[src/rtl/core/gnss_nmea_rtcm3_deframer_unit_macros.svh]
// ---------------------------------------------------------------------------
// gnss deframer assertion macros
// shared assertion shorthands for the deframer rtl, clocked on clk with
// the synchronous active-low reset as disable
// ---------------------------------------------------------------------------
`ifndef GNSS_NMEA_RTCM3_DEFRAMER_UNIT_MACROS_SVH
`define GNSS_NMEA_RTCM3_DEFRAMER_UNIT_MACROS_SVH

// same-cycle implication
`define GND_ASSERT_IMP(label, ante, cons) \
  label: assert property (@(posedge clk) disable iff (!rst_n) (ante) |-> (cons)) \
    else $error("deframer assertion failed");

// next-cycle implication
`define GND_ASSERT_NXT(label, ante, cons) \
  label: assert property (@(posedge clk) disable iff (!rst_n) (ante) |=> (cons)) \
    else $error("deframer assertion failed");

`endif

[src/rtl/core/gnd_pkg.sv]
// ---------------------------------------------------------------------------
// gnd_pkg
// shared types, codes and the crc-24q byte update for the gnss deframer
// ---------------------------------------------------------------------------
`timescale 1ns / 1ps

package gnd_pkg;

  localparam int BUFFER_BYTES = 1024;
  localparam int LEN_W        = 11;
  localparam int PLEN_W       = 10;
  localparam int CRC_W        = 24;

  localparam logic [LEN_W-1:0] MAX_LEN_RESET = 11'd1024;

  localparam logic [CRC_W:0]   CRC_POLY = 25'h1864CFB;

  localparam logic [7:0] NMEA_START = 8'h24;
  localparam logic [7:0] RTCM_START = 8'hD3;
  localparam logic [7:0] RSVD_MASK  = 8'hFC;
  localparam logic [7:0] CHAR_CR    = 8'h0D;
  localparam logic [7:0] CHAR_LF    = 8'h0A;

  // rtcm3 framing overhead: preamble, two header bytes, three crc bytes
  localparam logic [LEN_W-1:0] RTCM_HDR   = 11'd3;
  localparam logic [LEN_W-1:0] RTCM_LAST  = 11'd5;

  localparam int QDEPTH = 4;
  localparam int QPTR_W = $clog2(QDEPTH);
  localparam int QCNT_W = $clog2(QDEPTH + 1);

  typedef enum logic [1:0] {
    ST_OK   = 2'd0,
    ST_CRC  = 2'd1,
    ST_RSVD = 2'd2,
    ST_LONG = 2'd3
  } status_t;

  typedef enum logic {
    KIND_NMEA = 1'b0,
    KIND_RTCM = 1'b1
  } kind_t;

  typedef struct packed {
    logic [7:0] data_byte;
    kind_t      frame_kind;
    logic       last_byte;
    status_t    frame_status;
  } beat_t;

  // bytewise crc-24q, msb first, eight shift steps
  function automatic logic [CRC_W-1:0] crc_byte(input logic [CRC_W-1:0] crc,
                                                input logic [7:0] b);
    logic [CRC_W:0] c;
    c = {1'b0, crc ^ {b, 16'h0000}};
    for (int i = 0; i < 8; i++) begin
      c = {c[CRC_W-1:0], 1'b0};
      if (c[CRC_W]) begin
        c = c ^ CRC_POLY;
      end
    end
    return c[CRC_W-1:0];
  endfunction

endpackage

[src/rtl/core/gnss_nmea_rtcm3_deframer_unit.sv]
// ---------------------------------------------------------------------------
// gnss_nmea_rtcm3_deframer_unit
// splits a gnss receiver byte stream into tagged nmea and rtcm3 frames
// ---------------------------------------------------------------------------
// Takes one receiver byte per cycle while in_ready is high and emits every
// frame byte tagged with its kind, a last flag and, on the last byte, a
// status (ok, crc mismatch, reserved bits nonzero, too long); bytes between
// frames are dropped. The parser handles one byte per cycle, limited by the
// combinational bytewise crc-24q update; a four-beat queue and an output
// register follow, which each result passes through in turn, and in_ready
// drops only when the queue is full. The frame length limit is
// min(cfg_max_frame_len, 1024) and resets to 1024; write it only while idle.
`timescale 1ns / 1ps

module gnss_nmea_rtcm3_deframer_unit (
  input  logic                      clk,
  input  logic                      rst_n,
  input  logic                      in_valid,
  output logic                      in_ready,
  input  logic [7:0]                in_rx_byte,
  output logic                      out_valid,
  input  logic                      out_ready,
  output logic [7:0]                out_data_byte,
  output logic                      out_frame_kind,
  output logic                      out_last_byte,
  output logic [1:0]                out_frame_status,
  input  logic                      cfg_valid,
  output logic                      cfg_ready,
  input  logic [gnd_pkg::LEN_W-1:0] cfg_max_frame_len
);

  logic           in_fire;
  logic           push, pop, q_full, q_valid;
  gnd_pkg::beat_t parse_beat, q_beat, out_beat;

  assign in_ready  = !q_full;
  assign in_fire   = in_valid && in_ready;
  assign cfg_ready = 1'b1;

  gnd_parse u_parse (
    .clk      (clk),
    .rst_n    (rst_n),
    .in_fire  (in_fire),
    .rx_byte  (in_rx_byte),
    .cfg_we   (cfg_valid),
    .cfg_data (cfg_max_frame_len),
    .push     (push),
    .beat     (parse_beat)
  );

  gnd_fifo u_fifo (
    .clk      (clk),
    .rst_n    (rst_n),
    .push     (push),
    .wr_beat  (parse_beat),
    .pop      (pop),
    .full     (q_full),
    .rd_valid (q_valid),
    .rd_beat  (q_beat)
  );

  gnd_out u_out (
    .clk       (clk),
    .rst_n     (rst_n),
    .q_valid   (q_valid),
    .q_beat    (q_beat),
    .pop       (pop),
    .out_valid (out_valid),
    .out_ready (out_ready),
    .out_beat  (out_beat)
  );

  assign out_data_byte    = out_beat.data_byte;
  assign out_frame_kind   = out_beat.frame_kind;
  assign out_last_byte    = out_beat.last_byte;
  assign out_frame_status = out_beat.frame_status;

endmodule

[src/rtl/core/gnd_parse.sv]
// ---------------------------------------------------------------------------
// gnd_parse
// front end: hunts for frame starts, tracks nmea and rtcm3 framing, runs
// crc-24q and tags each frame byte with kind, last flag and status
// ---------------------------------------------------------------------------
`timescale 1ns / 1ps

module gnd_parse (
  input  logic                      clk,
  input  logic                      rst_n,
  input  logic                      in_fire,
  input  logic [7:0]                rx_byte,
  input  logic                      cfg_we,
  input  logic [gnd_pkg::LEN_W-1:0] cfg_data,
  output logic                      push,
  output gnd_pkg::beat_t            beat
);

  typedef enum logic [1:0] {
    M_HUNT = 2'd0,
    M_NMEA = 2'd1,
    M_RTCM = 2'd2
  } mode_t;

  mode_t                        mode_r, mode_nxt, mode_eff;
  logic [gnd_pkg::LEN_W-1:0]    cnt_r, cnt_nxt;
  logic [gnd_pkg::PLEN_W-1:0]   plen_r, plen_nxt;
  logic [gnd_pkg::CRC_W-1:0]    crc_r, crc_nxt;
  logic [gnd_pkg::CRC_W-1:0]    rcrc_r, rcrc_nxt;
  logic                         prev_cr_r, prev_cr_nxt;
  logic [gnd_pkg::LEN_W-1:0]    max_len_r, max_len_nxt;

  logic                         hunting;
  logic [gnd_pkg::LEN_W-1:0]    k;
  logic [gnd_pkg::LEN_W:0]      k1;
  logic [gnd_pkg::PLEN_W-1:0]   plen_w;
  logic [gnd_pkg::CRC_W-1:0]    crc_in, crc_w, rcrc_in, rcrc_w;
  logic [gnd_pkg::LEN_W-1:0]    limit;
  logic                         done;
  gnd_pkg::status_t             status;
  gnd_pkg::kind_t               kind;

  assign limit = (max_len_r < gnd_pkg::LEN_W'(gnd_pkg::BUFFER_BYTES)) ?
                 max_len_r : gnd_pkg::LEN_W'(gnd_pkg::BUFFER_BYTES);

  always_comb begin
    hunting     = (mode_r != M_NMEA) && (mode_r != M_RTCM);
    mode_nxt    = mode_r;
    cnt_nxt     = cnt_r;
    plen_nxt    = plen_r;
    crc_nxt     = crc_r;
    rcrc_nxt    = rcrc_r;
    prev_cr_nxt = prev_cr_r;
    max_len_nxt = cfg_we ? cfg_data : max_len_r;
    push        = 1'b0;
    done        = 1'b0;
    status      = gnd_pkg::ST_OK;
    kind        = gnd_pkg::KIND_NMEA;

    if (hunting) begin
      if (rx_byte == gnd_pkg::NMEA_START) begin
        mode_eff = M_NMEA;
      end else if (rx_byte == gnd_pkg::RTCM_START) begin
        mode_eff = M_RTCM;
      end else begin
        mode_eff = M_HUNT;
      end
    end else begin
      mode_eff = mode_r;
    end

    // a new frame sees cleared counters and crc
    k       = hunting ? '0 : cnt_r;
    crc_in  = hunting ? '0 : crc_r;
    rcrc_in = hunting ? '0 : rcrc_r;
    plen_w  = hunting ? '0 : plen_r;
    crc_w   = crc_in;
    rcrc_w  = rcrc_in;
    k1      = {1'b0, k} + (gnd_pkg::LEN_W+1)'(1);

    if (in_fire && mode_eff != M_HUNT) begin
      push = 1'b1;
      if (mode_eff == M_NMEA) begin
        kind = gnd_pkg::KIND_NMEA;
        if (!hunting && prev_cr_r && rx_byte == gnd_pkg::CHAR_LF) begin
          done = 1'b1;
        end
        prev_cr_nxt = (rx_byte == gnd_pkg::CHAR_CR);
      end else begin
        kind = gnd_pkg::KIND_RTCM;
        if (k == gnd_pkg::LEN_W'(1)) begin
          if ((rx_byte & gnd_pkg::RSVD_MASK) != 8'h00) begin
            done   = 1'b1;
            status = gnd_pkg::ST_RSVD;
          end else begin
            plen_w = {rx_byte[1:0], 8'h00};
          end
        end else if (k == gnd_pkg::LEN_W'(2)) begin
          plen_w = {plen_w[9:8], rx_byte};
        end
        if (!done) begin
          if (k < {1'b0, plen_w} + gnd_pkg::RTCM_HDR) begin
            crc_w = gnd_pkg::crc_byte(crc_in, rx_byte);
          end else begin
            rcrc_w = {rcrc_in[15:0], rx_byte};
            if (k >= {1'b0, plen_w} + gnd_pkg::RTCM_LAST) begin
              done   = 1'b1;
              status = (rcrc_w == crc_in) ? gnd_pkg::ST_OK : gnd_pkg::ST_CRC;
            end
          end
        end
        plen_nxt = plen_w;
        crc_nxt  = crc_w;
        rcrc_nxt = rcrc_w;
      end
      cnt_nxt = k1[gnd_pkg::LEN_W-1:0];
      if (!done && k1 >= {1'b0, limit}) begin
        done   = 1'b1;
        status = gnd_pkg::ST_LONG;
      end
      mode_nxt = done ? M_HUNT : mode_eff;
    end

    beat.data_byte    = rx_byte;
    beat.frame_kind   = kind;
    beat.last_byte    = done;
    beat.frame_status = done ? status : gnd_pkg::ST_OK;
  end

  always_ff @(posedge clk) begin
    if (!rst_n) begin
      mode_r    <= M_HUNT;
      cnt_r     <= '0;
      plen_r    <= '0;
      crc_r     <= '0;
      rcrc_r    <= '0;
      prev_cr_r <= 1'b0;
      max_len_r <= gnd_pkg::MAX_LEN_RESET;
    end else begin
      mode_r    <= mode_nxt;
      cnt_r     <= cnt_nxt;
      plen_r    <= plen_nxt;
      crc_r     <= crc_nxt;
      rcrc_r    <= rcrc_nxt;
      prev_cr_r <= prev_cr_nxt;
      max_len_r <= max_len_nxt;
    end
  end

endmodule

[src/rtl/core/gnd_fifo.sv]
// ---------------------------------------------------------------------------
// gnd_fifo
// short queue of tagged beats between the parser and the output stage
// ---------------------------------------------------------------------------
`timescale 1ns / 1ps

`include "gnss_nmea_rtcm3_deframer_unit_macros.svh"

module gnd_fifo (
  input  logic           clk,
  input  logic           rst_n,
  input  logic           push,
  input  gnd_pkg::beat_t wr_beat,
  input  logic           pop,
  output logic           full,
  output logic           rd_valid,
  output gnd_pkg::beat_t rd_beat
);

  gnd_pkg::beat_t                q_r [gnd_pkg::QDEPTH];
  logic [gnd_pkg::QPTR_W-1:0]    wr_ptr_r, wr_ptr_nxt;
  logic [gnd_pkg::QPTR_W-1:0]    rd_ptr_r, rd_ptr_nxt;
  logic [gnd_pkg::QCNT_W-1:0]    cnt_r, cnt_nxt;

  assign full     = (cnt_r == gnd_pkg::QCNT_W'(gnd_pkg::QDEPTH));
  assign rd_valid = (cnt_r != '0);
  assign rd_beat  = q_r[rd_ptr_r];

  always_comb begin
    wr_ptr_nxt = push ? wr_ptr_r + gnd_pkg::QPTR_W'(1) : wr_ptr_r;
    rd_ptr_nxt = pop  ? rd_ptr_r + gnd_pkg::QPTR_W'(1) : rd_ptr_r;
    cnt_nxt    = cnt_r;
    if (push && !pop) begin
      cnt_nxt = cnt_r + gnd_pkg::QCNT_W'(1);
    end else if (pop && !push) begin
      cnt_nxt = cnt_r - gnd_pkg::QCNT_W'(1);
    end
  end

  always_ff @(posedge clk) begin
    if (!rst_n) begin
      wr_ptr_r <= '0;
      rd_ptr_r <= '0;
      cnt_r    <= '0;
    end else begin
      wr_ptr_r <= wr_ptr_nxt;
      rd_ptr_r <= rd_ptr_nxt;
      cnt_r    <= cnt_nxt;
    end
  end

  always_ff @(posedge clk) begin
    if (push) begin
      q_r[wr_ptr_r] <= wr_beat;
    end
  end

  `GND_ASSERT_IMP(a_no_overflow, push, !full)
  `GND_ASSERT_IMP(a_no_underflow, pop, rd_valid)
  `GND_ASSERT_NXT(a_cnt_up, push && !pop, cnt_r == $past(cnt_r) + gnd_pkg::QCNT_W'(1))
  `GND_ASSERT_NXT(a_ptr_gap, 1'b1,
    wr_ptr_r - rd_ptr_r == cnt_r[gnd_pkg::QPTR_W-1:0])

endmodule

[src/rtl/core/gnd_out.sv]
// ---------------------------------------------------------------------------
// gnd_out
// back end: drains the queue into the registered result port
// ---------------------------------------------------------------------------
`timescale 1ns / 1ps

module gnd_out (
  input  logic           clk,
  input  logic           rst_n,
  input  logic           q_valid,
  input  gnd_pkg::beat_t q_beat,
  output logic           pop,
  output logic           out_valid,
  input  logic           out_ready,
  output gnd_pkg::beat_t out_beat
);

  logic           valid_r, valid_nxt;
  gnd_pkg::beat_t beat_r;

  // refill whenever the register is empty or its beat leaves this cycle
  assign pop       = q_valid && (!valid_r || out_ready);
  assign valid_nxt = pop || (valid_r && !out_ready);
  assign out_valid = valid_r;
  assign out_beat  = beat_r;

  always_ff @(posedge clk) begin
    if (!rst_n) begin
      valid_r <= 1'b0;
    end else begin
      valid_r <= valid_nxt;
    end
  end

  always_ff @(posedge clk) begin
    if (pop) begin
      beat_r <= q_beat;
    end
  end

endmodule
[config.mk]
export PLATFORM = sky130hd
export DESIGN_NAME = gnss_nmea_rtcm3_deframer_unit
export DESIGN_NICKNAME = d
export VERILOG_FILES = /design/src/rtl/core/gnd_pkg.sv /design/src/rtl/core/gnss_nmea_rtcm3_deframer_unit.sv /design/src/rtl/core/gnd_parse.sv /design/src/rtl/core/gnd_fifo.sv /design/src/rtl/core/gnd_out.sv
export VERILOG_INCLUDE_DIRS = /design/src /design/src/rtl/core
export SDC_FILE = /design/constraint.sdc
export NUM_CORES = 1
export LEC_CHECK = 0
export BUFFER_PORTS_ARGS = -buffer_cell sky130_fd_sc_hd__buf_2
export CAP_MARGIN = 40
export CORE_MARGIN = 4
export CORE_UTILIZATION = 57
export CTS_CLUSTER_SIZE = 30
export DETAILED_ROUTE_END_ITERATION = 16
export PLACE_DENSITY = 0.84
export SETUP_SLACK_MARGIN = 0.02
export SYNTH_ARGS = -nofsm -noshare
export SYNTH_HDL_FRONTEND = slang
export SYNTH_SLANG_ARGS = --single-unit
[constraint.sdc]
create_clock -name clk -period 7.7 [get_ports clk]
set_clock_uncertainty 0.15 [all_clocks]
set_input_delay 1.54 -clock clk [delete_from_list [all_inputs] [get_ports clk]]
set_output_delay 1.54 -clock clk [all_outputs]
set_load 0.005 [all_outputs]
==> metrics.txt <==
status=completed; cts bufs inserted=17; clock buffer depth=2; placed cell count=~1000; Leak=between 3 and 4 nW; Yosys top cell by area=edfxtp_1; post-CTS setup buffer count=0; fraction of layout instances using a drive strength above 1=0.178; area delta synth->final=9.66%; Pwr Density=217 nW/um^2; Wirelength per Cell=roughly 18 um; root buffer cell=clkbuf_16; Yosys top cell area share=0.211; sequential share of the synthesized area=0.405; RSZ-0062 raised after global routing=no; Critical R2R Launch=u_parse.cnt_r[10]; global-route wire length before repair=29700 um; Routed WL=18500 um; HPWL Detailed=~12000 um; CP max stage delay=slightly below 600 ps; H-tree depth=4; Final Non-Filler Cells=between 1000 and 1500; nature of the critical path startpoint=input port; dominant cell by count in the synthesized netlist=dfxtp_1; first drt pass iteration count=5; yosys warns=0; fill count=between 1000 and 1500; port bufs=37; Final min period=approximately 6000 ps; asr flop ratio synth=0; Reg2Reg Depth=16; DRC Markers=0; Final Wtd Congestion=roughly 0.9; pre-CTS setup slack=1340 ps; Die Ht=130 um; Resized cells post-CTS=0; worst-margin pin slew=about 900 ps; initial antenna violation count=0; drt initial violations=562; Synth Flop Type=dfxtp_1; CTS Hold Buffers Added=0; most frequent cells after synthesis=dfxtp_1, xnor2_1, nor2b_1, edfxtp_1, nand2_1; grt total ovfl=0; GRT Overall Usage=0.223; die area=~17000 sq um; Core Region=approximately 15000 sq um; Syn Inst Count=between 700 and 800; worst path cell trace=buf_2 -> or4_4 -> o41ai_4 -> a41oi_4 -> a22oi_2 -> ha_1 -> nor3_2 -> nand2_1 -> xor2_1 -> ha_1 -> nand4_1 -> a211o_1 -> o221ai_1 -> o22ai_1 -> a21oi_1 -> o211a_1 -> nor3b_1; Vias/cell=between 5 and 6; worst setup path end=u_fifo.q_r[3][0]; fmax=~170 MHz; vias=6005; CP max FO=16; Ports=39; final hold vios=0; Yosys cell types=a little over 80; ANT cells=0; Worst Path Arrival=just over 6000 ps; CTS tree=built; final setup vio count=0; # clock sinks=143; Final Slew Violations=0; final worst setup slack=between 1500 and 2000 ps; Die X=130 um; setup TNS=0 ps; Clk Latency, worst-skew pair=approximately 430 ps; fin crit share=0.781; flops & latches, synth=around 140; CP max stage cell=or4_4; Net Count, Synth=856; Reg-to-Reg End=u_fifo.q_r[3][0]; initial core utilization=0.586; Post-synth EDFFs=60; CP Class=input port to register; largest net degree at the start of global routing=84; Worst-path clk slew=60 ps; max_cap viols=0; CP startpoint=in_rx_byte[6]; Final ANT Viol Nets=0; vias in the first global route=~5700; synthesized area per cell=between 10 and 15 sq um; slew margin rel.=0.383; main area contributors after synthesis=edfxtp_1, dfxtp_1, xnor2_1; VDD IR-drop max=around 170 uV; Worst R2R Setup Slack=~2400 ps; Post-layout nets=between 800 and 900; Top cell by count, worst path=ha_1; Synth Cell Area=approximately 8500 sq um; Hold WC Path Type=register to register; CP endpoint kind=register; # rows=44; worst path required time=a little under 8000 ps
state kept, by name (all words and copies together) (netlist names):
register           count
u_parse.cnt_r         11
u_fifo.wr_ptr_r        2
u_out.out_beat        12
u_parse.prev_cr_r      1
u_parse.rcrc_r        16
u_fifo.q_r            48
u_parse.plen_r        10
u_parse.max_len_r     11
u_parse.mode_r         2
u_fifo.cnt_r           3
u_out.out_valid        1
u_fifo.rd_ptr_r        2
u_parse.crc_r         24
final cells by class:
class                   instances  area, sq um  share of cell area
multi-input cells             574         4750               0.506
clock buffers                  18          439              0.0469
clock inverters                14          150              0.0160
well taps                     184          230              0.0246
inverters                      28          105              0.0112
repair buffers                 43          238              0.0254
flip-flops and latches        143         3460               0.370
layer usage:
metal | global-route usage | share of wire | wire, um
met5 | 0 | 0 | 0
met4 | 0.0799 | 0.022 | 398
met3 | 0.0402 | 0.061 | 1130
met2 | 0.361 | 0.48 | 8860
met1 | 0.303 | 0.44 | 8070
cells by family (layout without fill, tap and decap cells):
kind of cell             Yosys count  after routing  share of synthesized area
other                              1              1                   0.000439
flip-flops                       143            143                      0.405
adder cells (fa/ha/maj)           39             39                     0.0580
AND/OR/NAND/NOR                  242            242                      0.168
multiplexers                      42             42                     0.0668
XOR/XNOR                         117            117                      0.134
buffers and inverters             76            103                     0.0416
AO/OA/AOI/OAI                    133            133                      0.126
report_power, final:
group | internal, mW | total (mW) | switching [mW]
registers | 0.855 | 0.888 | 0.0329
logic | 0.165 | 0.330 | 0.165
clock network | 0.464 | 0.813 | 0.348
placed cells by master, fill, tap and decap left out, drive strengths merged, types with 3 or more instances in the layout:
master / count
nand4: 7
and2: 22
o21a: 6
ha: 38
nand3: 13
nor3: 12
a21oi: 14
mux4: 12
nand2: 46
or3: 3
nand2b: 4
mux2i: 30
a21o: 8
a22oi: 44
edfxtp: 60
xor2: 27
nor4b: 4
buf: 43
dfxtp: 83
nor2: 41
clkbuf: 18
nor2b: 72
nor4: 4
a31oi: 6
xnor2: 88
o211a: 6
inv: 35
clkinv: 4
a22o: 4
o21ai: 15
o22ai: 5
a21boi: 3
nor3b: 3
worst min path at each step:
stage                         start               to  slack, ps  cells after the start
global route        u_out.out_valid  u_out.out_valid        350                      2
detailed placement  u_out.out_valid  u_out.out_valid        320                      2
global placement    u_out.out_valid  u_out.out_valid        320                      2
floorplan           u_out.out_valid  u_out.out_valid        320                      2
CTS                 u_out.out_valid  u_out.out_valid        330                      2
finish              u_out.out_valid  u_out.out_valid        330                      2
metrics by stage:
stage	total power, mW	instance area [sq um]	hold slack (ps)	utilization
floorplan	1.13	8550	321	-
global placement	1.22	8770	316	0.601
detailed placement	1.23	8780	322	0.602
CTS	2.05	9370	331	0.642
global route	2.12	9370	350	0.642
finish	2.03	9370	328	0.642
worst max-delay path: cells and delay by family:
family	cells	cell delay, ps
AOI/OAI and AO/OA	8	2250
xor gates and xnor gates	1	80
adders and majority gates	2	580
buffers and inverters	1	220
and+or+nand+nor	5	1350
(Power assumes the default switching activity.)
